===== src/hw/rtl/bfa_pkg.sv =====
// Shared constants, codes and types of the bitmap frame allocator.
package bfa_pkg;

  // Field widths of the items and registers.
  localparam int unsigned FRAME_W = 21;
  localparam int unsigned BASE_W  = 20;
  localparam int unsigned COUNT_W = 11;

  // Default number of frames the used map can cover.
  localparam int unsigned FRAME_DEPTH_DEF = 1024;

  // Reset value of the frame count register.
  localparam logic [COUNT_W-1:0] COUNT_RST = 11'd1024;

  // The used map is stored as words of this many bits.
  localparam int unsigned WORD_W    = 32;
  localparam int unsigned WORD_BITS = 5;

  // Configuration port.
  localparam int unsigned CFG_IDX_W  = 1;
  localparam int unsigned CFG_DATA_W = BASE_W;
  localparam logic [CFG_IDX_W-1:0] REG_BASE_FRAME  = 1'b0;
  localparam logic [CFG_IDX_W-1:0] REG_FRAME_COUNT = 1'b1;

  // Item kinds.
  localparam logic KIND_ALLOC = 1'b0;
  localparam logic KIND_FREE  = 1'b1;

  // Answer of the clear-bit search over one map word.
  typedef struct packed {
    logic                 found;
    logic [WORD_BITS-1:0] pos;
  } zf_res_t;

endpackage


===== src/hw/rtl/bfa_if.sv =====
// Request and response channels of the bitmap frame allocator.
interface bfa_req_if import bfa_pkg::*; ();
  logic               valid;
  logic               ready;
  logic               kind;
  logic [FRAME_W-1:0] frame_number;
  logic               auto_pick;

  modport source (output valid, kind, frame_number, auto_pick, input ready);
  modport sink (input valid, kind, frame_number, auto_pick, output ready);
endinterface

interface bfa_rsp_if import bfa_pkg::*; ();
  logic               valid;
  logic               ready;
  logic [FRAME_W-1:0] result_frame;
  logic               error;
  logic [COUNT_W-1:0] left_count;

  modport source (output valid, result_frame, error, left_count, input ready);
  modport sink (input valid, result_frame, error, left_count, output ready);
endinterface


===== src/hw/rtl/bfa_zero_find.sv =====
// Search unit: lowest clear bit of one map word at or above a start position.
module bfa_zero_find import bfa_pkg::*; (
  input  logic [WORD_W-1:0]    word_i,
  input  logic [WORD_BITS-1:0] start_i,
  output zf_res_t              res_o
);

  logic [WORD_W-1:0] masked;

  // Bits below the start position count as used.
  assign masked = word_i | ((WORD_W'(1) << start_i) - WORD_W'(1));

  // Priority encoder toward the lowest clear bit.
  always_comb begin
    res_o.found = 1'b0;
    res_o.pos   = '0;
    for (int i = WORD_W - 1; i >= 0; i--) begin
      if (!masked[i]) begin
        res_o.found = 1'b1;
        res_o.pos   = WORD_BITS'(i);
      end
    end
  end

endmodule


===== src/hw/rtl/bitmap_frame_allocator.sv =====
// An accepted item is checked; an error goes straight to the done step, a normal item first
// updates its 32-bit map word. An allocate that takes the hint frame then scans later words,
// up to 31 further ones at the default depth; the search unit looks at one word per cycle.
// The result is registered once the output is free, and only then is the next item accepted.
// Reset clears per-word valid flags at once, so the used map reads as all clear with no sweep.
module bitmap_frame_allocator import bfa_pkg::*; #(
  parameter int unsigned FRAME_DEPTH = FRAME_DEPTH_DEF
) (
  input  logic                  clk_i,
  input  logic                  rst_ni,
  input  logic                  cfg_we_i,
  input  logic [CFG_IDX_W-1:0]  cfg_idx_i,
  input  logic [CFG_DATA_W-1:0] cfg_wdata_i,
  bfa_req_if.sink               req_i,
  bfa_rsp_if.source             rsp_o
);

  // The frame count register cannot exceed this, so neither can the map size.
  localparam int unsigned MAX_CNT  = (1 << COUNT_W) - 1;
  localparam int unsigned MAX_SIZE = (FRAME_DEPTH < MAX_CNT) ? FRAME_DEPTH : MAX_CNT;
  localparam int unsigned SZ_W     = $clog2(MAX_SIZE + 1);
  localparam int unsigned ROWS     = (MAX_SIZE + WORD_W - 1) / WORD_W;
  localparam int unsigned RA_W     = (ROWS > 1) ? $clog2(ROWS) : 1;
  localparam int unsigned POS_W    = $clog2(ROWS * WORD_W + 1);

  localparam logic [2:0] S_IDLE  = 3'd0;
  localparam logic [2:0] S_CHECK = 3'd1;
  localparam logic [2:0] S_MOD   = 3'd2;
  localparam logic [2:0] S_SCAN  = 3'd3;
  localparam logic [2:0] S_DONE  = 3'd4;

  logic [2:0]         state_q, state_d;
  logic [BASE_W-1:0]  base_q;
  logic [COUNT_W-1:0] count_q;
  logic               kind_q;
  logic [FRAME_W-1:0] frame_q;
  logic               auto_q;
  logic [SZ_W-1:0]    idx_q, idx_d;
  logic               err_q, err_d;
  logic [SZ_W-1:0]    used_q, used_d;
  logic [SZ_W-1:0]    hint_q, hint_d;
  logic [RA_W-1:0]    row_q, row_d;

  logic               out_valid_q, out_valid_d;
  logic [FRAME_W-1:0] out_frame_q;
  logic               out_err_q;
  logic [COUNT_W-1:0] out_left_q;
  logic               out_load;

  logic [WORD_W-1:0]  mem [ROWS];
  logic [ROWS-1:0]    row_vld_q;
  logic [WORD_W-1:0]  rd_data_q;
  logic               rd_vld_q;
  logic               rd_en;
  logic [RA_W-1:0]    rd_addr;
  logic               mem_we;
  logic [RA_W-1:0]    wr_addr;
  logic [WORD_W-1:0]  wr_data;

  logic [SZ_W-1:0]    size;
  logic [FRAME_W:0]   offset;
  logic               off_ok;
  logic               accept;

  logic [WORD_W-1:0]    row_word;
  logic [WORD_W-1:0]    bit_mask;
  logic [WORD_W-1:0]    mod_word;
  logic [WORD_BITS-1:0] bit_pos;
  logic [WORD_W-1:0]    zf_word;
  logic [WORD_BITS-1:0] zf_start;
  zf_res_t              zf_res;
  logic [RA_W-1:0]      cur_row;
  logic [POS_W-1:0]     cand;
  logic [POS_W-1:0]     next_start;
  logic [POS_W-1:0]     size_p;

  // Effective map size and the range check of the named frame.
  assign size = (32'(count_q) < 32'(MAX_SIZE)) ? SZ_W'(count_q) : SZ_W'(MAX_SIZE);
  assign offset = {1'b0, frame_q} - {2'b0, base_q};
  assign off_ok = !offset[FRAME_W] && (offset[FRAME_W-1:0] < FRAME_W'(size));

  assign accept        = req_i.valid && req_i.ready;
  assign req_i.ready   = (state_q == S_IDLE);

  // Read-modify-write of the addressed map word.
  assign row_word = rd_vld_q ? rd_data_q : '0;
  assign bit_pos  = WORD_BITS'(idx_q);
  assign bit_mask = WORD_W'(1) << bit_pos;
  assign mod_word = (kind_q == KIND_ALLOC) ? (row_word | bit_mask) : (row_word & ~bit_mask);

  // The search unit looks at the modified word first, then at each later word read.
  assign cur_row  = (state_q == S_SCAN) ? row_q : RA_W'(idx_q >> WORD_BITS);
  assign zf_word  = (state_q == S_SCAN) ? row_word : mod_word;
  assign zf_start = (state_q == S_SCAN) ? '0 : bit_pos;

  bfa_zero_find u_zero_find (
    .word_i  (zf_word),
    .start_i (zf_start),
    .res_o   (zf_res)
  );

  assign cand       = (POS_W'(cur_row) << WORD_BITS) | POS_W'(zf_res.pos);
  assign next_start = (POS_W'(cur_row) + POS_W'(1)) << WORD_BITS;
  assign size_p     = POS_W'(size);

  // Sequencer.
  always_comb begin
    state_d  = state_q;
    idx_d    = idx_q;
    err_d    = err_q;
    used_d   = used_q;
    hint_d   = hint_q;
    row_d    = row_q;
    rd_en    = 1'b0;
    rd_addr  = cur_row;
    mem_we   = 1'b0;
    wr_addr  = RA_W'(idx_q >> WORD_BITS);
    wr_data  = mod_word;
    out_load = 1'b0;
    case (state_q)
      S_IDLE: begin
        if (accept) begin
          state_d = S_CHECK;
        end
      end
      S_CHECK: begin
        if (kind_q == KIND_ALLOC) begin
          if (used_q >= size) begin
            err_d = 1'b1;
          end else if (auto_q) begin
            err_d = (hint_q >= size);
          end else begin
            err_d = !off_ok;
          end
          idx_d = auto_q ? hint_q : SZ_W'(offset[FRAME_W-1:0]);
        end else begin
          err_d = !off_ok;
          idx_d = SZ_W'(offset[FRAME_W-1:0]);
        end
        if (err_d) begin
          idx_d   = '0;
          state_d = S_DONE;
        end else begin
          rd_en   = 1'b1;
          rd_addr = RA_W'(idx_d >> WORD_BITS);
          state_d = S_MOD;
        end
      end
      S_MOD: begin
        mem_we = 1'b1;
        if (kind_q == KIND_FREE) begin
          used_d  = (used_q != '0) ? used_q - SZ_W'(1) : used_q;
          hint_d  = (idx_q < hint_q) ? idx_q : hint_q;
          state_d = S_DONE;
        end else begin
          used_d = used_q + SZ_W'(1);
          if (idx_q != hint_q) begin
            state_d = S_DONE;
          end else if (zf_res.found) begin
            hint_d  = (cand < size_p) ? SZ_W'(cand) : size;
            state_d = S_DONE;
          end else if (next_start >= size_p) begin
            hint_d  = size;
            state_d = S_DONE;
          end else begin
            rd_en   = 1'b1;
            rd_addr = cur_row + RA_W'(1);
            row_d   = cur_row + RA_W'(1);
            state_d = S_SCAN;
          end
        end
      end
      S_SCAN: begin
        if (zf_res.found) begin
          hint_d  = (cand < size_p) ? SZ_W'(cand) : size;
          state_d = S_DONE;
        end else if (next_start >= size_p) begin
          hint_d  = size;
          state_d = S_DONE;
        end else begin
          rd_en   = 1'b1;
          rd_addr = cur_row + RA_W'(1);
          row_d   = cur_row + RA_W'(1);
        end
      end
      S_DONE: begin
        if (!out_valid_q || rsp_o.ready) begin
          out_load = 1'b1;
          state_d  = S_IDLE;
        end
      end
      default: begin
        state_d = S_IDLE;
      end
    endcase
  end

  assign out_valid_d = out_load ? 1'b1 : (rsp_o.ready ? 1'b0 : out_valid_q);

  // Control state and configuration registers.
  always_ff @(posedge clk_i or negedge rst_ni) begin
    if (!rst_ni) begin
      state_q     <= S_IDLE;
      used_q      <= '0;
      hint_q      <= '0;
      out_valid_q <= 1'b0;
      base_q      <= '0;
      count_q     <= COUNT_RST;
      row_vld_q   <= '0;
      rd_vld_q    <= 1'b0;
    end else begin
      state_q     <= state_d;
      used_q      <= used_d;
      hint_q      <= hint_d;
      out_valid_q <= out_valid_d;
      if (cfg_we_i && (cfg_idx_i == REG_BASE_FRAME)) begin
        base_q <= cfg_wdata_i[BASE_W-1:0];
      end
      if (cfg_we_i && (cfg_idx_i == REG_FRAME_COUNT)) begin
        count_q <= cfg_wdata_i[COUNT_W-1:0];
      end
      if (mem_we) begin
        row_vld_q[wr_addr] <= 1'b1;
      end
      if (rd_en) begin
        rd_vld_q <= row_vld_q[rd_addr];
      end
    end
  end

  // Item and result payload registers.
  always_ff @(posedge clk_i) begin
    if (accept) begin
      kind_q  <= req_i.kind;
      frame_q <= req_i.frame_number;
      auto_q  <= req_i.auto_pick;
    end
    idx_q <= idx_d;
    err_q <= err_d;
    row_q <= row_d;
    if (out_load) begin
      out_err_q   <= err_q;
      out_frame_q <= err_q ? '0 : ({1'b0, base_q} + FRAME_W'(idx_q));
      out_left_q  <= (used_q >= size) ? '0 : COUNT_W'(size - used_q);
    end
  end

  // Used map words.
  always_ff @(posedge clk_i) begin
    if (mem_we) begin
      mem[wr_addr] <= wr_data;
    end
    if (rd_en) begin
      rd_data_q <= mem[rd_addr];
    end
  end

  assign rsp_o.valid        = out_valid_q;
  assign rsp_o.result_frame = out_frame_q;
  assign rsp_o.error        = out_err_q;
  assign rsp_o.left_count   = out_left_q;

`ifndef ASSERT_OFF
  // An accepted item always starts with the check step.
  a_accept_check: assert property (@(posedge clk_i) disable iff (!rst_ni)
    accept |=> (state_q == S_CHECK))
    else $error("accepted item did not enter the check step");

  // The scan is only reached from the map update or from itself.
  a_scan_entry: assert property (@(posedge clk_i) disable iff (!rst_ni)
    (state_q == S_SCAN) |-> ($past(state_q) == S_MOD || $past(state_q) == S_SCAN))
    else $error("scan entered from an unexpected step");

  // An error result never carries a frame number.
  a_err_frame: assert property (@(posedge clk_i) disable iff (!rst_ni)
    (rsp_o.valid && rsp_o.error) |-> (rsp_o.result_frame == '0))
    else $error("error result carries a frame number");

  // The used count never passes the largest possible map size.
  a_used_bound: assert property (@(posedge clk_i) disable iff (!rst_ni)
    32'(used_q) <= 32'(MAX_SIZE))
    else $error("used count out of bounds");
`endif

endmodule


===== src/flat_wrapper.sv =====
// flat-port wrapper written by rule: the top's interface ports become plain ports
module bitmap_frame_allocator_flat import bfa_pkg::*;
#(
  parameter int unsigned FRAME_DEPTH = FRAME_DEPTH_DEF
)
  (clk_i, rst_ni, cfg_we_i, cfg_idx_i, cfg_wdata_i, req_i_valid, req_i_kind, req_i_frame_number, req_i_auto_pick, req_i_ready, rsp_o_valid, rsp_o_result_frame, rsp_o_error, rsp_o_left_count, rsp_o_ready);
  bfa_req_if req_i_i ();
  bfa_rsp_if rsp_o_i ();
  input  logic clk_i;
  input  logic rst_ni;
  input  logic cfg_we_i;
  input  logic [CFG_IDX_W-1:0] cfg_idx_i;
  input  logic [CFG_DATA_W-1:0] cfg_wdata_i;
  input wire logic [$bits(req_i_i.valid)-1:0] req_i_valid;
  input wire logic [$bits(req_i_i.kind)-1:0] req_i_kind;
  input wire logic [$bits(req_i_i.frame_number)-1:0] req_i_frame_number;
  input wire logic [$bits(req_i_i.auto_pick)-1:0] req_i_auto_pick;
  output wire logic [$bits(req_i_i.ready)-1:0] req_i_ready;
  output wire logic [$bits(rsp_o_i.valid)-1:0] rsp_o_valid;
  output wire logic [$bits(rsp_o_i.result_frame)-1:0] rsp_o_result_frame;
  output wire logic [$bits(rsp_o_i.error)-1:0] rsp_o_error;
  output wire logic [$bits(rsp_o_i.left_count)-1:0] rsp_o_left_count;
  input wire logic [$bits(rsp_o_i.ready)-1:0] rsp_o_ready;
  assign req_i_i.valid = req_i_valid;
  assign req_i_i.kind = req_i_kind;
  assign req_i_i.frame_number = req_i_frame_number;
  assign req_i_i.auto_pick = req_i_auto_pick;
  assign req_i_ready = req_i_i.ready;
  assign rsp_o_valid = rsp_o_i.valid;
  assign rsp_o_result_frame = rsp_o_i.result_frame;
  assign rsp_o_error = rsp_o_i.error;
  assign rsp_o_left_count = rsp_o_i.left_count;
  assign rsp_o_i.ready = rsp_o_ready;
  bitmap_frame_allocator #(.FRAME_DEPTH(FRAME_DEPTH)) u_core (.clk_i(clk_i), .rst_ni(rst_ni), .cfg_we_i(cfg_we_i), .cfg_idx_i(cfg_idx_i), .cfg_wdata_i(cfg_wdata_i), .req_i(req_i_i), .rsp_o(rsp_o_i));
endmodule

===== config.mk =====
export PLATFORM = sky130hd
export DESIGN_NAME = bitmap_frame_allocator_flat
export DESIGN_NICKNAME = d
export VERILOG_FILES = /design/src/hw/rtl/bfa_pkg.sv /design/src/hw/rtl/bfa_if.sv /design/src/hw/rtl/bfa_zero_find.sv /design/src/hw/rtl/bitmap_frame_allocator.sv /design/src/flat_wrapper.sv
export SDC_FILE = /design/constraint.sdc
export NUM_CORES = 2
export LEC_CHECK = 0
export ABC_AREA = 1
export BUFFER_PORTS_ARGS = -buffer_cell sky130_fd_sc_hd__buf_4
export CAP_MARGIN = 20
export CORE_MARGIN = 5
export CORE_UTILIZATION = 63
export CTS_CLUSTER_SIZE = 40
export DETAILED_ROUTE_END_ITERATION = 16
export PLACE_DENSITY = 0.85
export SLEW_MARGIN = 10
export SYNTH_ARGS = -nofsm -noshare
export SYNTH_HDL_FRONTEND = slang
export SYNTH_SLANG_ARGS = --single-unit

===== constraint.sdc =====
create_clock -name clk_i -period 6.59 [get_ports clk_i]
set_clock_uncertainty 0.05 [all_clocks]
set_input_delay 1.318 -clock clk_i [delete_from_list [all_inputs] [get_ports clk_i]]
set_output_delay 1.318 -clock clk_i [all_outputs]
set_load 0.05 [all_outputs]

# --- After elaboration in Yosys (flattened, before gate mapping) ---
# Memory sizes are Yosys's and may differ from the RTL's. A register that Yosys moved wholly into a read port is not among the register bits.
# Cells that the tools add are included.
# W data, S select, Z words.
classes:
  addsub: 8
  order_cmp: 10
  eq_ne: 13
  shift: 2
  mux: 91
  bitwise_logic: 7
  reduce_logical: 17
op_table:
  columns: ["cell", "count"]
  rows:
  - ["$mux W6", 32]
  - ["$mux W11", 11]
  - ["$mux W32", 3]
  - ["$or A32 B32 Y32", 3]
  - ["$shl A1 B5 Y32 const A", 2]
  - ["$mux W5", 11]
  - ["$ge A11 B11 Y1", 3]
  - ["$and A32 B32 Y32", 1]
  - ["$not A32 Y32", 1]
  - ["$sub A32 B1 Y32 const B", 1]
  - ["$mux W3", 9]
  - ["$lt A11 B11 Y1", 2]
  - ["$pmux W11 S2", 1]
  - ["$sub A21 B20 Y22", 1]
  - ["$add A20 B11 Y21", 1]
  - ["$lt A21 B11 Y1", 1]
  - ["$mux W1", 18]
  - ["$pmux W3 S5", 1]
  - ["$pmux W5 S3", 1]
  - ["$lt A5 B6 Y1 const B", 2]
  - ["$add A11 B1 Y11 const B", 1]
  - ["$lt A11 B11 Y1 const B", 1]
  - ["$ne A11 B11 Y1", 1]
  - ["$reduce_bool A11 Y1", 1]
  - ["25 further kinds", 39]
totals:
  reg_bits: 163
  ramBits: 1024
  output_inout_bits: 35
  n_memories: 1
memory_table:
  columns: ["name", "words", "width", "read_ports", "rd_ports_with_merged_regs", "write_ports", "line_no", "source"]
  rows:
  - ["u_core.mem", 32, 32, 1, 1, 1, "bitmap_frame_allocator.sv:50", "logic [WORD_W-1:0] mem [ROWS];"]

# --- Longest topological paths before layout ---
logic_depth:
  depth_word: 45
  ltp_mapped: 57

# --- Hierarchy ---
# From an unflattened synthesis, not the netlist that was laid out.
unflattened:
  cells_unflattened: 5171
  area_unflattened_um2: 55962.4
modules_own_cells:
  columns: ["mod", "n_inst", "cells_per_inst", "area_each_um2", "seq_area_each_um2"]
  rows:
  - ["bitmap_frame_allocator", 1, 4903, 54681.2, 36155.9]
  - ["bfa_zero_find", 1, 268, 1281.2, 0.0]

# --- Worst setup path before layout ---
# Ideal clock, no wire load.
synth_timing:
  path_kind: "reg-to-reg"
  startpoint: "register u_core.idx_q[4]"
  endpoint: "register u_core.rd_data_q[0] (read register of u_core.mem) (data pin)"
  setup_time_ps: 254
  arrival_ps: 5073
  required_time_ps: 6286
  setup_slack_ps: 1213
  path_stages_with_launch: 31
  path_buffers: 6
  cell_sequence: "edfxtp_1 -> inv_2 -> buf_2 -> buf_2 -> nand3_1 -> o21ai_0 -> o22ai_1 -> nor2_1 -> nand2_1 -> inv_1 -> nand2_1 -> nor3_2 -> nand2_2 -> nor2_4 -> inv_2 -> buf_4 -> o21ai_1 -> o21ai_2 -> a21oi_2 -> o21ai_2 -> nand2_4 -> inv_2 -> buf_6 -> buf_6 -> buf_4 -> o211ai_1 -> o211ai_1 -> nand3_1 -> nand2_1 -> nand2_1 -> nand2_1"
synth_via:
  elab_cells_between_ends: 51
  classes_between: "1 x add/sub; 1 x eq/ne; 2 x shift; 43 x mux; 4 x bitwise"
synth_rtl:
  columns: ["item", "line_no", "source"]
  rows:
  - ["start: declaration", "bitmap_frame_allocator.sv:38", "logic [SZ_W-1:0] idx_q, idx_d;"]
  - ["start signal: assignment", "bitmap_frame_allocator.sv:238", "idx_q <= idx_d;"]
  - ["$shl A1 B5 Y32 (*)", "bitmap_frame_allocator.sv:88", "assign bit_mask = WORD_W'(1) << bit_pos;"]
  - ["$not A32 Y32", "bitmap_frame_allocator.sv:89", "assign mod_word = (kind_q == KIND_ALLOC) ? (row_word | bit_mask) : (row_word & ~bit_mask);"]
  - ["$and A32 B32 Y32", "bitmap_frame_allocator.sv:89", null]
  - ["$mux W32 (*)", "bitmap_frame_allocator.sv:89", null]
  - ["via u_core.mod_word[7]", "bitmap_frame_allocator.sv:67", "logic [WORD_W-1:0] mod_word;"]
  - ["$mux W32 (*)", "bitmap_frame_allocator.sv:93", "assign zf_word = (state_q == S_SCAN) ? row_word : mod_word;"]
  - ["$or A32 B32 Y32 (*)", "bfa_zero_find.sv:11", "assign masked = word_i | ((WORD_W'(1) << start_i) - WORD_W'(1));"]
  - ["$mux W6 (*) (8 in series)", "bfa_zero_find.sv:18", "if (!masked[i]) begin"]
  - ["$mux W5 or $mux W1 (tied branches)", "bitmap_frame_allocator.sv:159", "end else if (zf_res.found) begin"]
  - ["$mux W5 or $mux W1 (tied branches)", "bitmap_frame_allocator.sv:157", "if (idx_q != hint_q) begin"]
  - ["$mux W5 or $mux W1 (tied branches)", "bitmap_frame_allocator.sv:151", "if (kind_q == KIND_FREE) begin"]
  - ["$pmux W5 S3 or $pmux W1 S3 (tied branches)", "bitmap_frame_allocator.sv:120", "case (state_q)"]
  - ["end: declaration", "bitmap_frame_allocator.sv:52", "logic [WORD_W-1:0] rd_data_q;"]
# Mark *: on every way through the listed nets, which the timed path passes. The rest lies on a longest branch.
# A chain may end at the register's enable or synchronous reset.

# --- Final worst setup path ---
layout_timing:
  startpoint: "register u_core.idx_q[1]"
  endpoint: "register u_core.rd_data_q[6] (read register of u_core.mem) (data pin)"
layout_via:
  elab_chain_len: 42
  elab_cells_between_ends: 51
  classes_between: "1 x add/sub; 1 x eq/ne; 2 x shift; 43 x mux; 4 x bitwise"
layout_lines:
  columns: ["item"]
  rows:
  - ["parallel branches: the longest is 42 deep, another holds $sub A32 B1 Y32"]
# Parallel ways; which one is timed is not known.

==> impl_metrics.py <==
metrics = {
    "grt": {
        "overflow": 0,
        "antenna_found_initial": 1,
        "grt_pass1_wl_um": 233100,
        "track_usage": 0.3289,
        "grt_max_degree": 149,
        "first_global_vias": 38524,
    },
    "timing": {
        "max_freq_mhz": 159.7,
        "setup_violations": 0,
        "worst_slew_pin_slew_ns": 1.172,
        "rsz0062_at_grt": "no",
        "drv_slew": 0,
        "timing.final.crit_share": 0.9504,
        "finalHoldViolations": 0,
        "period_needed_ns": 6.263,
        "tns_ns": 0,
        "final.setup.worst_slack_ns": 0.3272,
        "max_slew_margin": 0.2162,
    },
    "route": {
        "routed_wl_um": 160700,
        "viasPerCell": 6.745,
        "num_vias": 40274,
        "drt_iter0_drc": 6641,
        "drtAntennaViolNets": 0,
        "drt-met1-wl_um": 55870,
        "post_drt_wl_per_cell_um": 26.92,
        "dr_wl_met2_um": 73940,
        "top_layer_used": "met5",
        "met3_length_um": 20990,
        "drc": 0,
        "drt_pre_antenna_iters": 7,
    },
    "logic_synthesis": {
        "netlist.area_leader.share": 0.6223,
        "synth_area_leader_cell": "edfxtp_1",
        "synth.area.top_cells": "edfxtp_1, o211ai_1, dfrtp_1",
        "ys_types": 56,
        "yosysMostFrequentCell": "edfxtp_1",
        "synth_edf_count": 1129,
        "synthCells": 4636,
        "syn-num-nets": 4790,
        "synth_commonest_cells": "edfxtp_1, nand2_1, o211ai_1, nor2_1, o21ai_0",
        "async_flop_share": 0.07383,
        "ys_warn_count": 0,
        "ys_ff_latch": 1219,
        "ys_seq_area_frac": 0.6637,
        "syn_area_um2": 54480,
        "syn_area_per_cell_um2": 11.75,
        "synth_ff_type": "edfxtp_1",
    },
    "cells_and_area": {
        "drive_above_1_share": 0.1322,
        "final_area_um2": 61300,
        "nets": 4884,
        "fin_cells": 5971,
        "area_growth_pct": 12.52,
    },
    "clocking": {
        "clkTransAtPathRegs_ns": 0.06,
        "clk_latency_ns": 0.70,
        "cts.path.max_buffers": 3,
        "clkSinkCount": 1219,
        "cts_buffers": 117,
        "cts_tree": "done",
        "htreeDepth": 3,
        "cts_root_buf": "clkbuf_16",
    },
    "floorplan": {
        "ios": 84,
        "dieArea_um2": 92460,
        "core_area_um2": 85550,
        "start_util": 0.6368,
        "die_w_um": 304.1,
        "die_y_um": 304.1,
        "std_cell_rows": 107,
    },
    "place": {
        "place_ws_ns": 0.2437,
        "dp_hpwl_um": 90190,
        "place_area_um2": 57190,
        "place_congestion": 1.013,
        "portBuffers": 83,
        "dp.cells": 5738,
    },
    "job": {
        "max-cap-violations": 0,
    },
    "power_and_ir_drop": {
        "power_frac_comb": 0.475,
        "vdd_drop_max_mv": 0.3605,
        "power_density_nw_per_um2": 509.3,
        "p_switching_mw": 13.34,
        "p_leak_nw": 21.92,
        "p_clk_frac": 0.213,
        "p_int_mw": 17.88,
        "switching_share": 0.4272,
        "p_seq_frac": 0.313,
    },
    "critical_path": {
        "worstPathMaxFanout": 74,
        "path_class": "flip-flop to flip-flop",
        "required_ns": 7.11,
        "start_kind": "flip-flop",
        "endpoint_kind": "flip-flop",
        "cp_slowest_cell": "edfxtp_1",
        "cpMostUsedCell": "nand2_1",
        "crit_arrival_ns": 6.78,
        "critical-path-max-stage-delay_ns": 0.44,
    },
    "run_status": {
        "status": "finished clean",
    },
    "hold_path": {
        "min_path_type": "flip-flop to flip-flop",
    },
}
cells in the final DEF (no fill, tap or decap), types with 25 or more instances in the layout:
cell	instances
a21oi_1	115
o21ai_1	29
o211ai_1	508
nand2_1	584
clkinv_1	29
ha_1	101
or2_0	116
nor2_1	416
or2_2	89
nand4_1	26
nand3_1	230
edfxtp_1	1129
or2_1	58
buf_4	204
o21ai_0	356
xor2_1	25
nor2_4	36
inv_1	248
dfrtp_1	89
clkbuf_16	121
state kept, by name, summed over array words and instances (netlist names):
signal / flops
u_core.base_q: 20
u_core.row_q: 5
u_core.rsp_o.error: 1
u_core.used_q: 11
u_core.row_vld_q: 32
u_core.rsp_o.left_count: 11
u_core.count_q: 11
u_core.rd_vld_q: 1
u_core.rsp_o.result_frame: 21
u_core.mem: 1024
u_core.rd_data_q: 32
u_core.frame_q: 21
u_core.auto_q: 1
u_core.idx_q: 11
u_core.hint_q: 11
u_core.err_q: 1
u_core.kind_q: 1
u_core.state_q: 3
u_core.rsp_o.valid: 1
final timing paths:
kind	to	startpoint	cells past startpoint	slack [ns]
max	u_core.rd_data_q[6]	u_core.idx_q[1]	40	0.33
min	u_core.row_vld_q[12]	u_core.row_vld_q[12]	2	0.41
max reg2reg	u_core.rd_data_q[6]	u_core.idx_q[1]	40	0.33
min reg2reg	u_core.row_vld_q[12]	u_core.row_vld_q[12]	2	0.41
max in group asynchronous	u_core.used_q[5]	rst_ni	2	4.80
min in group asynchronous	u_core.used_q[7]	rst_ni	1	0.56
final cells by class:
cell class              instances  area [µm²]
well taps                    1144        1431
diodes                          2       5.005
repair inverters                1       11.26
fillers                      5321       24250
repair buffers                249        2345
multi-input cells            2878       16570
inverters                     264        1025
clock inverters                75       706.9
clock buffers                 139        3053
flip-flops and latches       1219       36160
cell families after synthesis:
| family | after synthesis | synth area share |
|---|---|---|
| DFF | 1219 | 0.6637 |
| xor gates and xnor gates | 29 | 0.004662 |
| adders and majority gates | 105 | 0.02467 |
| AOI/OAI and AO/OA | 1135 | 0.1338 |
| buffers and inverters | 540 | 0.04122 |
| and+or+nand+nor | 1608 | 0.1320 |
metrics by stage:
step	util	total power, mW	hold slack, ns
after global placement	0.6677	23.21	0.3885
after global routing	0.7165	32.70	0.4202
after detailed placement	0.6685	23.70	0.3951
after floorplan	-	19.46	0.3774
after CTS	0.7124	30.43	0.4091
final	0.7166	31.22	0.4099
power by group through the flow:
stage	Clock [mW]	Combinational (mW)	Sequential, mW
CTS	6.63	14.0	9.76
global placement	0	13.3	9.92
detailed placement	0	13.8	9.92
finish	6.64	14.8	9.77
global route	7.00	15.9	9.78
floorplan	0	9.50	9.97
metal layers:
layer  vias up  global-route usage
met5         -                   0
met4         4              0.1800
met3       653             0.06542
met2      3277              0.5195
met1     19266              0.4356
li1      17074                   -
critical path: cells and delay by family, from the launching register on:
| family | cells | cell delay, ns |
|---|---|---|
| AOI/OAI and AO/OA | 7 | 1.06 |
| and+or+nand+nor | 23 | 2.94 |
| adders and majority gates | 1 | 0.19 |
| buffers and inverters | 9 | 1.40 |
| DFF | 1 | 0.44 |
what timing repair did:
item,4_1_cts,5_1_grt
hold endpoints to repair,0,0
hold buffers,0,0
buffers inserted,0,3
setup endpoints to repair,0,33
resized for setup,0,16
Power figures use the tool's default switching activity.
